===== config.mk =====
export PLATFORM = sky130hd
export DESIGN_NAME = triangular_pair_index_map
export DESIGN_NICKNAME = d
export VERILOG_FILES = /design/src/rtl/tpim_pkg.sv /design/src/rtl/tpim_front.sv /design/src/rtl/tpim_cell.sv /design/src/rtl/tpim_result.sv /design/src/rtl/triangular_pair_index_map.sv
export SDC_FILE = /design/constraint.sdc
export NUM_CORES = 2
export LEC_CHECK = 0
export ABC_CLOCK_PERIOD_IN_PS = 27400
export BUFFER_PORTS_ARGS = -buffer_cell sky130_fd_sc_hd__buf_2
export CAP_MARGIN = 20
export CORE_UTILIZATION = 50
export DETAILED_ROUTE_END_ITERATION = 8
export GPL_TIMING_DRIVEN = 0
export PLACE_DENSITY = 0.66
export SLEW_MARGIN = 0
export SYNTH_ARGS = -nofsm -noshare
export SYNTH_HDL_FRONTEND = slang
export SYNTH_SLANG_ARGS = --single-unit

===== constraint.sdc =====
create_clock -name clk -period 27.4 [get_ports clk]
set_clock_uncertainty 0.15 [all_clocks]
set_input_delay 2.74 -clock clk [delete_from_list [all_inputs] [get_ports clk]]
set_output_delay 2.74 -clock clk [all_outputs]
set_load 0.05 [all_outputs]

===== src/rtl/tpim_pkg.sv =====
// ----------------------------------------------------------------------------
// tpim_pkg
// Shared widths, codes and the lane record for the triangular pair index map.
// ----------------------------------------------------------------------------
package tpim_pkg;

    localparam int ITEMS_W = 17;   // item count N, row/column results
    localparam int ROW_W   = 16;   // row searched by the cell chain
    localparam int INDEX_W = 32;   // pair index and pair total
    localparam int SUM_W   = 35;   // headroom for a cell's trial prefix count
    localparam int CFG_W   = 2;

    // One cell per row bit, most significant bit first
    localparam int NUM_CELLS = ROW_W;

    localparam logic [ITEMS_W-1:0] MAX_ITEMS = 17'd65536;

    // Configuration register indexes
    localparam logic [CFG_W-1:0] CFG_ITEM_COUNT   = 2'd0;
    localparam logic [CFG_W-1:0] CFG_INCLUDE_SELF = 2'd1;

    // Operation codes
    localparam logic MODE_TO_CELL  = 1'b0;
    localparam logic MODE_TO_INDEX = 1'b1;

    // Item record handed from cell to cell
    typedef struct packed {
        logic               mode;
        logic [INDEX_W-1:0] flat_index;
        logic [ROW_W-1:0]   row_in;
        logic [ROW_W-1:0]   col_in;
        logic [ITEMS_W-1:0] items;       // clamped N
        logic               self_pairs;
        logic [ITEMS_W-1:0] span;        // N with self-pairs, N-1 without
        logic [INDEX_W-1:0] total;
        logic [ROW_W-1:0]   row;         // row resolved so far
        logic [INDEX_W-1:0] acc;         // pairs in rows before row
    } tpim_lane_t;

endpackage


===== src/rtl/tpim_front.sv =====
// ----------------------------------------------------------------------------
// tpim_front
// Configuration registers, pair total and the entry register of the chain.
// ----------------------------------------------------------------------------
module tpim_front
    import tpim_pkg::*;
(
    input  logic               clk,
    input  logic               rst_n,
    input  logic               cfg_valid,
    input  logic [CFG_W-1:0]   cfg_index,
    input  logic [ITEMS_W-1:0] cfg_data,
    input  logic               accept,
    input  logic               mode,
    input  logic [INDEX_W-1:0] flat_index,
    input  logic [ROW_W-1:0]   row_in,
    input  logic [ROW_W-1:0]   col_in,
    output logic               lane_valid,
    output tpim_lane_t         lane
);

    logic [ITEMS_W-1:0]   item_count_reg;
    logic [ITEMS_W-1:0]   item_count_next;
    logic                 include_self_reg;
    logic                 include_self_next;
    logic                 lane_valid_reg;
    tpim_lane_t           lane_reg;
    tpim_lane_t           lane_next;

    logic [ITEMS_W-1:0]   items;
    logic [ITEMS_W-1:0]   factor;
    logic [2*ITEMS_W-1:0] product;

    always_comb
    begin
        item_count_next   = item_count_reg;
        include_self_next = include_self_reg;
        if (cfg_valid)
        begin
            unique case (cfg_index)
                CFG_ITEM_COUNT:   item_count_next   = cfg_data;
                CFG_INCLUDE_SELF: include_self_next = cfg_data[0];
                default:          ;
            endcase
        end
    end

    always_ff @(posedge clk or negedge rst_n)
    begin
        if (!rst_n)
        begin
            item_count_reg   <= '0;
            include_self_reg <= 1'b0;
        end
        else
        begin
            item_count_reg   <= item_count_next;
            include_self_reg <= include_self_next;
        end
    end

    // total = N(N+1)/2 or N(N-1)/2
    assign items   = (item_count_reg > MAX_ITEMS) ? MAX_ITEMS : item_count_reg;
    assign factor  = include_self_reg ? items + 1'b1 : items - 1'b1;
    assign product = {{ITEMS_W{1'b0}}, items} * {{ITEMS_W{1'b0}}, factor};

    always_comb
    begin
        lane_next.mode       = mode;
        lane_next.flat_index = flat_index;
        lane_next.row_in     = row_in;
        lane_next.col_in     = col_in;
        lane_next.items      = items;
        lane_next.self_pairs = include_self_reg;
        lane_next.span       = include_self_reg ? items : items - 1'b1;
        lane_next.total      = (items == '0) ? '0 : product[INDEX_W:1];
        lane_next.row        = '0;
        lane_next.acc        = '0;
    end

    always_ff @(posedge clk or negedge rst_n)
    begin
        if (!rst_n)
            lane_valid_reg <= 1'b0;
        else
            lane_valid_reg <= accept;
    end

    always_ff @(posedge clk)
    begin
        if (accept)
            lane_reg <= lane_next;
    end

    assign lane_valid = lane_valid_reg;
    assign lane       = lane_reg;

endmodule


===== src/rtl/tpim_cell.sv =====
// ----------------------------------------------------------------------------
// tpim_cell
// One row bit of the search. Tries setting the bit and updates the prefix
// count with shifts only: rb(r+b) = rb(r) + (span-r)*b - b(b-1)/2.
// ----------------------------------------------------------------------------
module tpim_cell
    import tpim_pkg::*;
#(
    parameter int BIT = 0
)
(
    input  logic       clk,
    input  logic       rst_n,
    input  logic       in_valid,
    input  tpim_lane_t lane_in,
    output logic       out_valid,
    output tpim_lane_t lane_out
);

    localparam logic [ROW_W-1:0] STEP_ROW = ROW_W'(1) << BIT;
    localparam logic [SUM_W-1:0] STEP_SUM = SUM_W'(1) << BIT;
    localparam logic [SUM_W-1:0] TRI_K    = SUM_W'((STEP_SUM >> 1) * (STEP_SUM - 1'b1));

    logic [ROW_W-1:0]   cand;
    logic [ITEMS_W-1:0] room;
    logic [SUM_W-1:0]   cand_sum;
    logic               fits;
    logic               take;
    logic               out_valid_reg;
    tpim_lane_t         lane_reg;
    tpim_lane_t         lane_next;

    assign cand     = lane_in.row | STEP_ROW;
    assign room     = lane_in.span - {1'b0, lane_in.row};
    assign cand_sum = SUM_W'(lane_in.acc) + (SUM_W'(room) << BIT) - TRI_K;
    assign fits     = ({1'b0, cand} < lane_in.span)
                   && (cand_sum <= SUM_W'(lane_in.flat_index));

    // mapping a cell to an index just follows the bits of the row
    assign take = (lane_in.mode == MODE_TO_INDEX) ? lane_in.row_in[BIT] : fits;

    always_comb
    begin
        lane_next = lane_in;
        if (take)
        begin
            lane_next.row = cand;
            lane_next.acc = cand_sum[INDEX_W-1:0];
        end
    end

    always_ff @(posedge clk or negedge rst_n)
    begin
        if (!rst_n)
            out_valid_reg <= 1'b0;
        else
            out_valid_reg <= in_valid;
    end

    always_ff @(posedge clk)
    begin
        if (in_valid)
            lane_reg <= lane_next;
    end

    assign out_valid = out_valid_reg;
    assign lane_out  = lane_reg;

endmodule


===== src/rtl/tpim_result.sv =====
// ----------------------------------------------------------------------------
// tpim_result
// Final stage: range checks, column offset or pair index, result register.
// ----------------------------------------------------------------------------
module tpim_result
    import tpim_pkg::*;
(
    input  logic               clk,
    input  logic               rst_n,
    input  logic               in_valid,
    input  tpim_lane_t         lane,
    output logic               done,
    output logic [ITEMS_W-1:0] row_out,
    output logic [ITEMS_W-1:0] column_out,
    output logic [INDEX_W-1:0] index_out,
    output logic               in_range,
    output logic [INDEX_W-1:0] total_pairs
);

    logic               done_reg;
    logic [ITEMS_W-1:0] row_reg;
    logic [ITEMS_W-1:0] row_next;
    logic [ITEMS_W-1:0] column_reg;
    logic [ITEMS_W-1:0] column_next;
    logic [INDEX_W-1:0] index_reg;
    logic [INDEX_W-1:0] index_next;
    logic               in_range_reg;
    logic               in_range_next;
    logic [INDEX_W-1:0] total_reg;

    logic [INDEX_W-1:0] offset;
    logic               cell_ok;

    assign offset  = lane.flat_index - lane.acc;
    assign cell_ok = ({1'b0, lane.row_in} < lane.items)
                  && ({1'b0, lane.col_in} < lane.items)
                  && (lane.self_pairs ? (lane.col_in >= lane.row_in)
                                      : (lane.col_in >  lane.row_in));

    always_comb
    begin
        row_next      = '0;
        column_next   = '0;
        index_next    = '0;
        in_range_next = 1'b0;
        if (lane.mode == MODE_TO_CELL)
        begin
            if (lane.flat_index >= lane.total)
            begin
                row_next    = lane.items;
                column_next = lane.items;
            end
            else
            begin
                row_next      = {1'b0, lane.row};
                column_next   = {1'b0, lane.row} + offset[ITEMS_W-1:0]
                              + ITEMS_W'(!lane.self_pairs);
                in_range_next = 1'b1;
            end
        end
        else if (cell_ok)
        begin
            index_next    = lane.acc + INDEX_W'(lane.col_in - lane.row_in)
                          - INDEX_W'(!lane.self_pairs);
            in_range_next = 1'b1;
        end
    end

    always_ff @(posedge clk or negedge rst_n)
    begin
        if (!rst_n)
            done_reg <= 1'b0;
        else
            done_reg <= in_valid;
    end

    always_ff @(posedge clk)
    begin
        if (in_valid)
        begin
            row_reg      <= row_next;
            column_reg   <= column_next;
            index_reg    <= index_next;
            in_range_reg <= in_range_next;
            total_reg    <= lane.total;
        end
    end

    assign done        = done_reg;
    assign row_out     = row_reg;
    assign column_out  = column_reg;
    assign index_out   = index_reg;
    assign in_range    = in_range_reg;
    assign total_pairs = total_reg;

endmodule


===== src/rtl/triangular_pair_index_map.sv =====
// ----------------------------------------------------------------------------
// triangular_pair_index_map
// Maps a linear pair index to a cell of the upper triangle of an N x N
// matrix and back, through a chain of one-bit search cells.
// ----------------------------------------------------------------------------
//  channel   | signals                                      | handshake
//  ----------+----------------------------------------------+------------------
//  command   | mode flat_index row_in col_in                | start && !busy
//  result    | row_out column_out index_out in_range        | done strobe
//            | total_pairs                                  |
//  config    | cfg_index cfg_data                           | cfg_valid/cfg_ready
//
//  An item moves through the entry register, 16 search cells (one row bit
//  each) and the result register, which raises done for the item.
//  Every stage is registered, so a new transaction may start every cycle;
//  busy stays low and cfg_ready stays high.
//  Reset clears the configuration (N = 0, no self-pairs) and all valid bits.
//  The receiver cannot stall; each result is shown for one cycle.
// ----------------------------------------------------------------------------
module triangular_pair_index_map
    import tpim_pkg::*;
(
    input  logic               clk,
    input  logic               rst_n,
    input  logic               start,
    output logic               busy,
    input  logic               mode,
    input  logic [INDEX_W-1:0] flat_index,
    input  logic [ROW_W-1:0]   row_in,
    input  logic [ROW_W-1:0]   col_in,
    output logic               done,
    output logic [ITEMS_W-1:0] row_out,
    output logic [ITEMS_W-1:0] column_out,
    output logic [INDEX_W-1:0] index_out,
    output logic               in_range,
    output logic [INDEX_W-1:0] total_pairs,
    input  logic               cfg_valid,
    output logic               cfg_ready,
    input  logic [CFG_W-1:0]   cfg_index,
    input  logic [ITEMS_W-1:0] cfg_data
);

    logic       accept;
    logic       chain_valid [NUM_CELLS+1];
    tpim_lane_t chain_lane  [NUM_CELLS+1];

    assign busy      = 1'b0;
    assign cfg_ready = 1'b1;
    assign accept    = start && !busy;

    tpim_front u_front (
        .clk        (clk),
        .rst_n      (rst_n),
        .cfg_valid  (cfg_valid && cfg_ready),
        .cfg_index  (cfg_index),
        .cfg_data   (cfg_data),
        .accept     (accept),
        .mode       (mode),
        .flat_index (flat_index),
        .row_in     (row_in),
        .col_in     (col_in),
        .lane_valid (chain_valid[0]),
        .lane       (chain_lane[0])
    );

    for (genvar g = 0; g < NUM_CELLS; g++)
    begin : g_cell
        tpim_cell #(
            .BIT (NUM_CELLS - 1 - g)
        ) u_cell (
            .clk       (clk),
            .rst_n     (rst_n),
            .in_valid  (chain_valid[g]),
            .lane_in   (chain_lane[g]),
            .out_valid (chain_valid[g+1]),
            .lane_out  (chain_lane[g+1])
        );
    end

    tpim_result u_result (
        .clk         (clk),
        .rst_n       (rst_n),
        .in_valid    (chain_valid[NUM_CELLS]),
        .lane        (chain_lane[NUM_CELLS]),
        .done        (done),
        .row_out     (row_out),
        .column_out  (column_out),
        .index_out   (index_out),
        .in_range    (in_range),
        .total_pairs (total_pairs)
    );

    // a found cell never lies below the diagonal
    assert property (@(posedge clk) disable iff (!rst_n)
        done && in_range |-> column_out >= row_out)
    else $error("column below row on an in-range result");

    assert property (@(posedge clk) disable iff (!rst_n)
        done && in_range |-> index_out < total_pairs)
    else $error("pair index not below total");

    assert property (@(posedge clk) disable iff (!rst_n)
        done && !in_range |-> index_out == '0 && row_out == column_out)
    else $error("out-of-range result fields inconsistent");

    // done is set by the result register, after the entry register and the cells
    assert property (@(posedge clk) disable iff (!rst_n)
        start |-> ##(NUM_CELLS + 2) done)
    else $error("result strobe missing after start");

endmodule

==> metrics.md <==
| Metric | Value |
|---|---|
| Number of instances resized during post-cts repair | 0 |
| Asr flop ratio synth | 1.239% |
| Tcrit/Tclk final | 47.32% |
| # setup viols final | 0 |
| Leakage Power | 66.18 nW |
| Width of the chip | 545.9 microns |
| Number of maximum-capacitance constraint violations | 0 |
| Type of element launching the critical path | register |
| Syn-to-layout area delta | 11.41% |
| Leading cell types by total area after synthesis | sky130_fd_sc_hd__edfxtp_1 (58%), sky130_fd_sc_hd__ha_1 (9.8%), sky130_fd_sc_hd__fa_1 (3.7%), sky130_fd_sc_hd__inv_1 (3.6%), sky130_fd_sc_hd__xnor2_1 (2.5%) |
| Detailed Route Iter0 Violations | 5498 |
| Fin Setup TNS | 0 ns |
| Sequential standard cell area | 87120 sq um |
| Top cell by count, worst path | sky130_fd_sc_hd__inv_1 |
| Post-Synthesis Mean Instance Area | 13.10 sq um |
| Leading post-synthesis cells by instance count | sky130_fd_sc_hd__edfxtp_1 (2869), sky130_fd_sc_hd__inv_1 (1403), sky130_fd_sc_hd__ha_1 (1156), sky130_fd_sc_hd__nor2_1 (580), sky130_fd_sc_hd__a21oi_1 (562) |
| Required time reported for the critical path endpoint | 27.84 ns |
| Antenna viol nets, final | 0 |
| Proportion of layout cells with a drive suffix above 1 | 9.539% |
| Fmax | 0.07712 GHz |
| Post-layout nets | 13353 |
| Seq/Total Area, Yosys | 58.85% |
| Crit path max-delay cell type | sky130_fd_sc_hd__clkbuf_1 |
| Number of nets in the synthesized netlist | 12810 |
| CP arrival | 13.40 ns |
| Initial antenna violation count | 13 |
| WP buf/inv | 12 |
| H-Tree Depth | 5 |
| # port buffers | 187 |
| Gate family responsible for the most delay along the worst path | adder cells |
| Final critical-path setup slack | 14.43 ns |
| Total core area | 294100 sq um |
| Number of detailed-route iterations in the first pass | 8 |
| Placement Setup Slack | 14.73 ns |
| Final core area utilization | 56.05% |
| Top-level I/O count | 190 |
| Top flip-flop cell by instance count after synthesis | sky130_fd_sc_hd__edfxtp_1 |
| Clock sink count | 2905 |
| Via count of the first global-routing pass | 88729 |
| TritonCTS clock tree | built |
| Max FFs per register | 2638 |
| Peak supply drop | 259.0 uV |
| Number of distinct library cell variants in the gate-level netlist after synthesis | 109 |
| Vias after detailed routing | 87401 |
| Setup CP Type | reg -> reg |
| Post-CTS setup repair buffer count | 0 |
| Post-DP HPWL | 291.9 mm |
| Leading cell type by number of instances after synthesis | sky130_fd_sc_hd__edfxtp_1 |
| Initial core utilization | 50.31% |
| Total power density per cell area | 113.3 nW/um^2 |
| Register bit count reported by yosys | 2905 |
| Post-CTS clock slew at the launch and capture registers of the worst setup and hold paths | 0.06 ns |
| Total area of multi-input combinational cells | 54750 sq um |
| Post-Synthesis Cell Area | 147900 sq um |
| Slew Limit Fails | 0 |
| Final critical-path required period | 12.97 ns |
| Cts-stage hold buffer count | 0 |
| Total clock buffers created by CTS | 306 |
| CP endpoint kind | register |
| Max incr delay on CP | 0.73 ns |
| Pin count of the biggest net entering global routing | 92 |
| Final hold violations | 0 |
| Gp weighted congestion | 0.9317 |
| Clk Tree Root Cell | sky130_fd_sc_hd__clkbuf_16 |
| Violations in the final reports | design-rule violations |
| Count of warnings emitted by yosys | 0 |
| Clock network latency to the later pin of the worst-skew pair | 0.93 ns |
| Vertical die dimension | 545.9 microns |
| Post-detailed-routing wire length | 365.4 mm |
| GRT Overall Usage | 24.33% |
| Highest fanout seen on the critical path | 11 |
| Share of the synthesized area in the top cell type | 58.24% |
| Type of the most critical hold path | reg -> reg |
| Synth Instances | 11295 |
| Mean routed wirelength per cell | 22.82 microns |
| Average via count per standard cell | 5.459 |
| First-pass GRT wire length | 545.0 mm |
| Overflow left after global routing | 0 |
| Full die area | 298100 sq um |
| Remaining DRCs | 30 |
| Number of placement rows | 199 |
| Max Buffers Root-to-Sink | 4 |
| Unrepaired setup endpoints after global routing | no |
| Worst slew slack as a fraction of its limit | 19.74% |
| Dominant cell type by area after synthesis | sky130_fd_sc_hd__edfxtp_1 |
| Number of synthesized flops with an enable pin | 2869 |
| Fillers | 23802 |
| Result of the run | finished, violations left |
| Slew @ Worst Pin | 1.197 ns |
==> layer usage <==
layer | global-route usage (%) | part of all wire, %
met5 | 0 | 0.013
met4 | 11.78 | 5.3
met3 | 2.669 | 3.7
met2 | 43.76 | 51
met1 | 29.00 | 40
==> kinds of logic after synthesis <==
group	Yosys count	synth area share, %
flops	2905	58.85
simple gates	2313	7.830
compound gates	1922	8.485
buf+inv	1617	4.160
fa+ha+maj	1427	13.44
xor+xnor	707	4.186
mux	402	3.044
other cells	2	0.005077
==> cells in the final DEF, fill, tap and decap left out, types with 165 or more instances in the layout <==
| cell | count |
|---|---|
| sky130_fd_sc_hd__edfxtp_1 | 2869 |
| sky130_fd_sc_hd__inv_1 | 1403 |
| sky130_fd_sc_hd__ha_1 | 1156 |
| sky130_fd_sc_hd__nor2_1 | 580 |
| sky130_fd_sc_hd__a21oi_1 | 562 |
| sky130_fd_sc_hd__nand2_1 | 550 |
| sky130_fd_sc_hd__xnor2_1 | 419 |
| sky130_fd_sc_hd__o21ai_0 | 363 |
| sky130_fd_sc_hd__mux2_2 | 312 |
| sky130_fd_sc_hd__clkbuf_16 | 308 |
| sky130_fd_sc_hd__xor2_1 | 288 |
| sky130_fd_sc_hd__a21o_1 | 272 |
| sky130_fd_sc_hd__fa_1 | 271 |
| sky130_fd_sc_hd__buf_2 | 216 |
| sky130_fd_sc_hd__clkbuf_1 | 215 |
| sky130_fd_sc_hd__nand3_1 | 170 |
| sky130_fd_sc_hd__nor3_1 | 165 |
==> power by group <==
group	internal (mW)	switching (mW)
Clock	2.32	1.73
Sequential	5.65	0.387
Combinational	3.48	5.11
==> worst paths after layout <==
kind / from / to / slack [ns] / cells after the start
worst min-delay path: u_front.lane[135] / g_cell[0].u_cell.lane_out[135] / 0.20 / 0
worst max register to register: u_front.item_count_reg[16] / u_front.lane[79] / 14.43 / 37
max in group asynchronous: rst_n / g_cell[4].u_cell.out_valid / 24.79 / 2
worst min register to register: u_front.lane[135] / g_cell[0].u_cell.lane_out[135] / 0.20 / 0
worst max-delay path: u_front.item_count_reg[16] / u_front.lane[79] / 14.43 / 37
min in group asynchronous: rst_n / g_cell[2].u_cell.out_valid / 1.73 / 1
==> metrics by stage <==
stage	instance area [sq um]	cells	hold WS, ns	power (mW)
after detailed placement	154900	15447	0.2545	14.65
after global placement	153800	15401	0.2504	14.52
final	164800	16011	0.2018	18.68
after CTS	164800	15994	0.1867	18.79
after floorplan	147900	11295	0.2503	12.29
after global routing	164800	16002	0.2003	19.98
==> final cells by class <==
cell class	instances	share of cell area [%]
flip-flops and latches	2905	52.86
multi-input cells	6773	33.22
clock buffers	366	4.820
inverters	1412	3.216
well taps	3919	2.975
repair buffers	235	1.210
clock inverters	181	1.166
plain buffers	205	0.5177
diodes	15	0.02277
Power figures use the tool's default switching activity.
